### src/rtl/core/oplook_pkg.sv
`timescale 1ns / 1ps

package oplook_pkg;

    localparam logic CMD_INSERT = 1'b0;
    localparam logic CMD_LOOKUP = 1'b1;

    localparam logic [1:0] ST_OK        = 2'd0;
    localparam logic [1:0] ST_NOT_FOUND = 2'd1;
    localparam logic [1:0] ST_FULL      = 2'd2;

    typedef enum logic [2:0] {
        S_IDLE,
        S_START,
        S_WRITE,
        S_SCAN,
        S_DRAIN,
        S_OUT
    } t_state;

    typedef struct packed {
        logic [31:0] map_id;
        logic [31:0] user_id;
        logic [31:0] ip_addr;
        logic [5:0]  prefix_len;
        logic [31:0] location;
    } t_entry;

    typedef struct packed {
        logic capture;
        logic write;
        logic rd_en;
        logic load_out;
    } t_dp_cmd;

    typedef struct packed {
        logic is_lookup;
        logic scan_more;
        logic pipe_busy;
        logic out_free;
    } t_dp_sts;

    typedef struct packed {
        logic       ok;
        logic [4:0] rank;
    } t_rank;

    // position of a prefix length in the probe sequence, lower is tried first
    function automatic t_rank prefix_rank(input logic [5:0] len);
        t_rank r;
        r.ok = 1'b1;
        unique case (len)
            6'd24:   r.rank = 5'd0;
            6'd28:   r.rank = 5'd1;
            6'd29:   r.rank = 5'd2;
            6'd27:   r.rank = 5'd3;
            6'd32:   r.rank = 5'd4;
            6'd23:   r.rank = 5'd5;
            6'd26:   r.rank = 5'd6;
            6'd30:   r.rank = 5'd7;
            6'd25:   r.rank = 5'd8;
            6'd22:   r.rank = 5'd9;
            6'd19:   r.rank = 5'd10;
            6'd21:   r.rank = 5'd11;
            6'd20:   r.rank = 5'd12;
            6'd16:   r.rank = 5'd13;
            6'd18:   r.rank = 5'd14;
            6'd31:   r.rank = 5'd15;
            6'd17:   r.rank = 5'd16;
            default: begin
                // short prefixes 15 down to 1 follow in order
                if (len >= 6'd1 && len <= 6'd15) begin
                    r.rank = 5'(6'd32 - len);
                end else begin
                    r.ok   = 1'b0;
                    r.rank = 5'd0;
                end
            end
        endcase
        return r;
    endfunction

    // top len bits set; len of 32 gives all ones
    function automatic logic [31:0] prefix_mask(input logic [5:0] len);
        return ~(32'hFFFF_FFFF >> len);
    endfunction

endpackage

### src/rtl/core/oplook_ctrl.sv
`timescale 1ns / 1ps

module oplook_ctrl
    import oplook_pkg::*;
(
    input  logic    i_clk,
    input  logic    i_rst_n,
    input  logic    i_in_valid,
    input  t_dp_sts i_sts,
    output t_dp_cmd o_cmd,
    output logic    o_in_stall
);

    t_state r_state;
    t_state n_state;

    always_ff @(posedge i_clk) begin
        if (!i_rst_n) begin
            r_state <= S_IDLE;
        end else begin
            r_state <= n_state;
        end
    end

    always_comb begin
        n_state = r_state;
        unique case (r_state)
            S_IDLE:  if (i_in_valid) n_state = S_START;
            S_START: n_state = i_sts.is_lookup ? S_SCAN : S_WRITE;
            S_WRITE: n_state = S_OUT;
            S_SCAN:  if (!i_sts.scan_more) n_state = S_DRAIN;
            S_DRAIN: if (!i_sts.pipe_busy) n_state = S_OUT;
            S_OUT:   if (i_sts.out_free) n_state = S_IDLE;
            default: n_state = S_IDLE;
        endcase
    end

    always_comb begin
        o_cmd      = '0;
        o_in_stall = 1'b1;
        unique case (r_state)
            S_IDLE: begin
                o_in_stall    = 1'b0;
                o_cmd.capture = i_in_valid;
            end
            S_WRITE: o_cmd.write    = 1'b1;
            S_SCAN:  o_cmd.rd_en    = i_sts.scan_more;
            S_OUT:   o_cmd.load_out = i_sts.out_free;
            default: ;
        endcase
    end

endmodule

### config.mk
export PLATFORM = sky130hd
export DESIGN_NAME = oplook_ctrl
export DESIGN_NICKNAME = d
export VERILOG_FILES = /design/src/rtl/core/oplook_pkg.sv /design/src/rtl/core/oplook_ctrl.sv
export SDC_FILE = /design/constraint.sdc
export NUM_CORES = 1
export LEC_CHECK = 0
export BUFFER_PORTS_ARGS = -buffer_cell sky130_fd_sc_hd__buf_4
export CORE_AREA = 2 2 39 41
export DETAILED_ROUTE_END_ITERATION = 10
export DIE_AREA = 0 0 41 43
export PLACE_DENSITY = 0.37
export SYNTH_ARGS = -nofsm -noshare
export SYNTH_HDL_FRONTEND = slang
export SYNTH_SLANG_ARGS = --single-unit
export TNS_END_PERCENT = 10
### constraint.sdc
create_clock -name i_clk -period 2.2 [get_ports i_clk]
set_input_delay 0 -clock i_clk [delete_from_list [all_inputs] [get_ports i_clk]]
set_output_delay 0 -clock i_clk [all_outputs]
set_load 0.02 [all_outputs]
## After elaboration in Yosys (flattened, before gate mapping)

Index checks and enable logic that the tools add are counted.

| cells by class | value |
|---|---|
| add/sub/neg operators | 0 |
| multiply operators | 0 |
| divide/modulo/power cells | 0 |
| $lt $le $gt $ge | 0 |
| equal/unequal tests | 9 |
| shifts and indexed selects | 0 |
| mux-type cells | 11 |
| bitwise gates (word level) | 0 |
| reduce and logical (&&, ||, !) cells | 2 |

Operator list:

| cell | number |
|---|---|
| case mux 3 bit (6 select lines) | 1 |
| two-way mux 3 bit | 4 |
| != test 2 bit (second input constant) | 4 |
| equality test 3 x 2 -> 1 bit (second input constant) | 2 |
| equality test 3 bit (second input constant) | 2 |
| two-way mux 1 bit | 6 |
| AND reduction 4 bit | 1 |
| equality test 3 x 1 -> 1 bit (second input constant) | 1 |
| logical NOT 3 bit | 1 |

| storage, ports and cells | value |
|---|---|
| flip-flop bits (word level) | 3 |
| bits in latches | 0 |
| memory bits (writable) | 0 |
| memory bits (read-only) | 0 |
| output and inout port bits | 5 |
| memories | 0 |

## Longest topological paths before layout

| depth | value |
|---|---|
| word-level depth | 3 |
| gate-level depth with buffers | 4 |
| mapped depth without buffers | 4 |

## Worst setup path before layout

Ideal clock, no wire load.

| timing path | value |
|---|---|
| path kind | register -> output |
| start | reg r_state[0] |
| end | out o_cmd[3] (netlist bit) |
| arrival time | 1.182 ns |
| path slack | 1.018 ns |
| cell stages (with the launch flop) | 4 |
| path through | dfxtp_1 buf_6 or3_1 nor2_1 |

RTL lines:

| what | line | source |
|---|---|---|
| start, declared | oplook_ctrl.sv:14 | `t_state r_state;` |
| start signal, assigned | oplook_ctrl.sv:21 | `r_state <= n_state;` |
| end, declared | oplook_ctrl.sv:10 | `output t_dp_cmd o_cmd,` |

==> results.txt <==
Final critical-path required period: 1.23 ns
Largest net degree at the start of global routing: 13
DR WL/cell: 8.13 um
Routability cong.: 0.629
Top Registers: r_state x3
CTS tree: built
#FFs+latches synth: 3
H-tree Lvls: 1
Number of flip-flops in the largest register: 3
Synth area leaders: dfxtp_1 28%, nor2b_1 12%, nand2_1 7.1%
Top reg by flops: r_state
Row count: 14
Total Routing Usage GR: 6.72%
Post-synthesis sequential area ratio: 28.2%
Worst EP required: 2.20 ns
Crit-path cells: or3_1 > nor2_1 > buf_4
Hold depth: 3
Class of the worst hold path: in -> reg
Later-pin clock latency in the skew report: 0.23 ns
Post-synth cell types: 17
Area delta synth->final: 60.0%
Pins Over Slew Limit: 0
Max-cap violations: 0
Synthesized Nets: 36
Register area: 60.1 sq um
Area taken by multi-input logic gates: 134 sq um
Number of fill cells in the layout: 163
Gr ovfl total: 0
M1 WL: 198 um
Status: finished clean
Ports: 12
Clk_skew: 0.0000861 ns
Crit path DAT: 1.23 ns
Setup violators final: 0
Synth Area in Simple Gates: 41.2%
Final Hold Vio Count: 0
Pre-CTS WS: 1.04 ns
Core footprint: 0.00138 sq mm
Mux cell area share after synthesis: 0%
Pre-antenna DRT Iters: 1
Most frequent cells in the layout: 11 x buf_4, 4 x nand2_1, 4 x nor2b_1
Reg clk slew, reported paths: 0.04 ns
Commonest non-fill, non-tap cell in the layout: buf_4
Fmax: 0.814 GHz
Post-Synthesis Cells: 29
DRC Markers: 0
Clk sinks: 3
Synth Area in Compound Gates: 21.8%
YS warnings: 0
Total number of vias: 245
Worst path buffer plus inverter count: 1
Antenna Cells: 0
TritonCTS Buffers: 3
Detailed-placement wirelength estimate: 386 um
Crit path max fanout: 12
Setup ws final: 0.971 ns
Crit end category: output pin
First-pass GRT wire length: 759 um
Via/cell ratio: 4.08
Synth Area in XOR/XNOR: 0%
Root Driver: clkbuf_4
Chip Width: 41 um
Number of global-route vias before repair: 207
Leakage: 0.164 nW
Routed Wire Length: 488 um
CP delay by family, top: simple AND/OR/NAND/NOR gates
Worst slew pin tran: 0.329 ns
Max layer used: met4
Synth Cell Area: 213 sq um
Routed wl met2: 227 um
Crit path kind: reg -> out
Post-layout net count: 52
Top cell type's share of synthesized area: 28.2%
Startpoint Class: register
RSZ-0062 raised after global routing: false
Share of layout cells above drive strength 1: 34.1%
Setup_tns: 0 ns
Crit path depth: 3
Die Height: 43 um
Max_slew headroom: 78.1%
Die Footprint: 0.00176 sq mm
Pwr/cell area: 803 mW/mm^2
Post-CTS sizing: 0
Post-route ant nets: 0
Slowest CP cell: dfxtp_1
Synth Area in Adders: 0%
Reg2Reg Depth: 4
Initial DRC Count: 0
Period Utilization, post-route: 55.8%
Largest family of logic cells by synthesized area: simple AND/OR/NAND/NOR gates
Worst IR drop on VDD: 0.291 mV
CTS Buffer Depth: 2
Port-buffer cells: 11
Area leader, netlist: dfxtp_1
Metal3 WL: 47 um
Initial core utilization: 15.4%
Crit-path max cell delay: 0.40 ns
Syn Area/Cell: 7.33 sq um
Initial antenna violation count: 0
layer usage:
layer	global-route usage, %	up-vias
met5	0	-
met2	9.38	9
met1	7.05	103
met3	1.57	2
met4	8.00	0
li1	-	131
synth_stat cells:
cell,number
a211oi_1,1
a21o_1,1
a21oi_1,2
and3_1,1
buf_6,1
dfxtp_1,3
inv_1,2
nand2_1,4
nand2b_2,1
nor2_1,3
nor2b_1,4
nor3_1,1
nor4bb_1,1
o21ai_1,1
o22ai_1,1
o32a_1,1
or3_1,1
per-stage QoR:
step	total power [W]	util [%]	hold WS [ns]	cells	cell area (sq um)
final	0.000273	24.6	0.0961	60	340
after CTS	0.000282	24.6	0.0882	60	340
after detailed placement	0.000178	22.0	0.232	55	304
after global placement	0.000179	22.0	0.220	55	304
after floorplan	0.000148	-	0.110	29	213
after global routing	0.000294	24.6	0.108	60	340
layout make-up:
cell class | instances | area share [%]
clock buffer | 4 | 7.72
multi-input combinational | 23 | 39.3
inverter | 2 | 2.21
sequential | 3 | 17.6
timing repair buffer | 12 | 27.2
tap | 16 | 5.88
cells by family after synthesis:
| family | count (synthesis) |
|---|---|
| AOI/OAI and AO/OA | 7 |
| buffers and inverters | 3 |
| DFF | 3 |
| and+or+nand+nor | 16 |
repair_timing:
action / 4_1_cts / 5_1_grt
setup buffers: 0 / 0
hold endpoints to repair: 1 / 0
hold buffers: 1 / 0
worst reg2reg max path, delay by kind of cell, from the launching register on:
kind | cells | cell delay, ns
AOI/OAI and AO/OA | 3 | 0.36
and+or+nand+nor | 1 | 0.18
DFF | 1 | 0.50
worst paths after layout:
path | from | end | slack (ns)
setup / recovery | r_state[0] | o_cmd[3] | 0.97
hold / removal | i_sts[2] | r_state[1] | 0.1
setup reg to reg | r_state[0] | r_state[0] | 1.05
hold reg to reg | r_state[2] | r_state[1] | 0.54
power by group:
group          leakage [nW]  internal, W   total, W  switching (W)
logic                 0.125    0.0000505  0.0000950      0.0000444
clock network        0.0150    0.0000680  0.0000965      0.0000285
registers            0.0248    0.0000641  0.0000818      0.0000177
total                 0.164     0.000183   0.000273      0.0000907
Power figures use the tool's default switching activity.
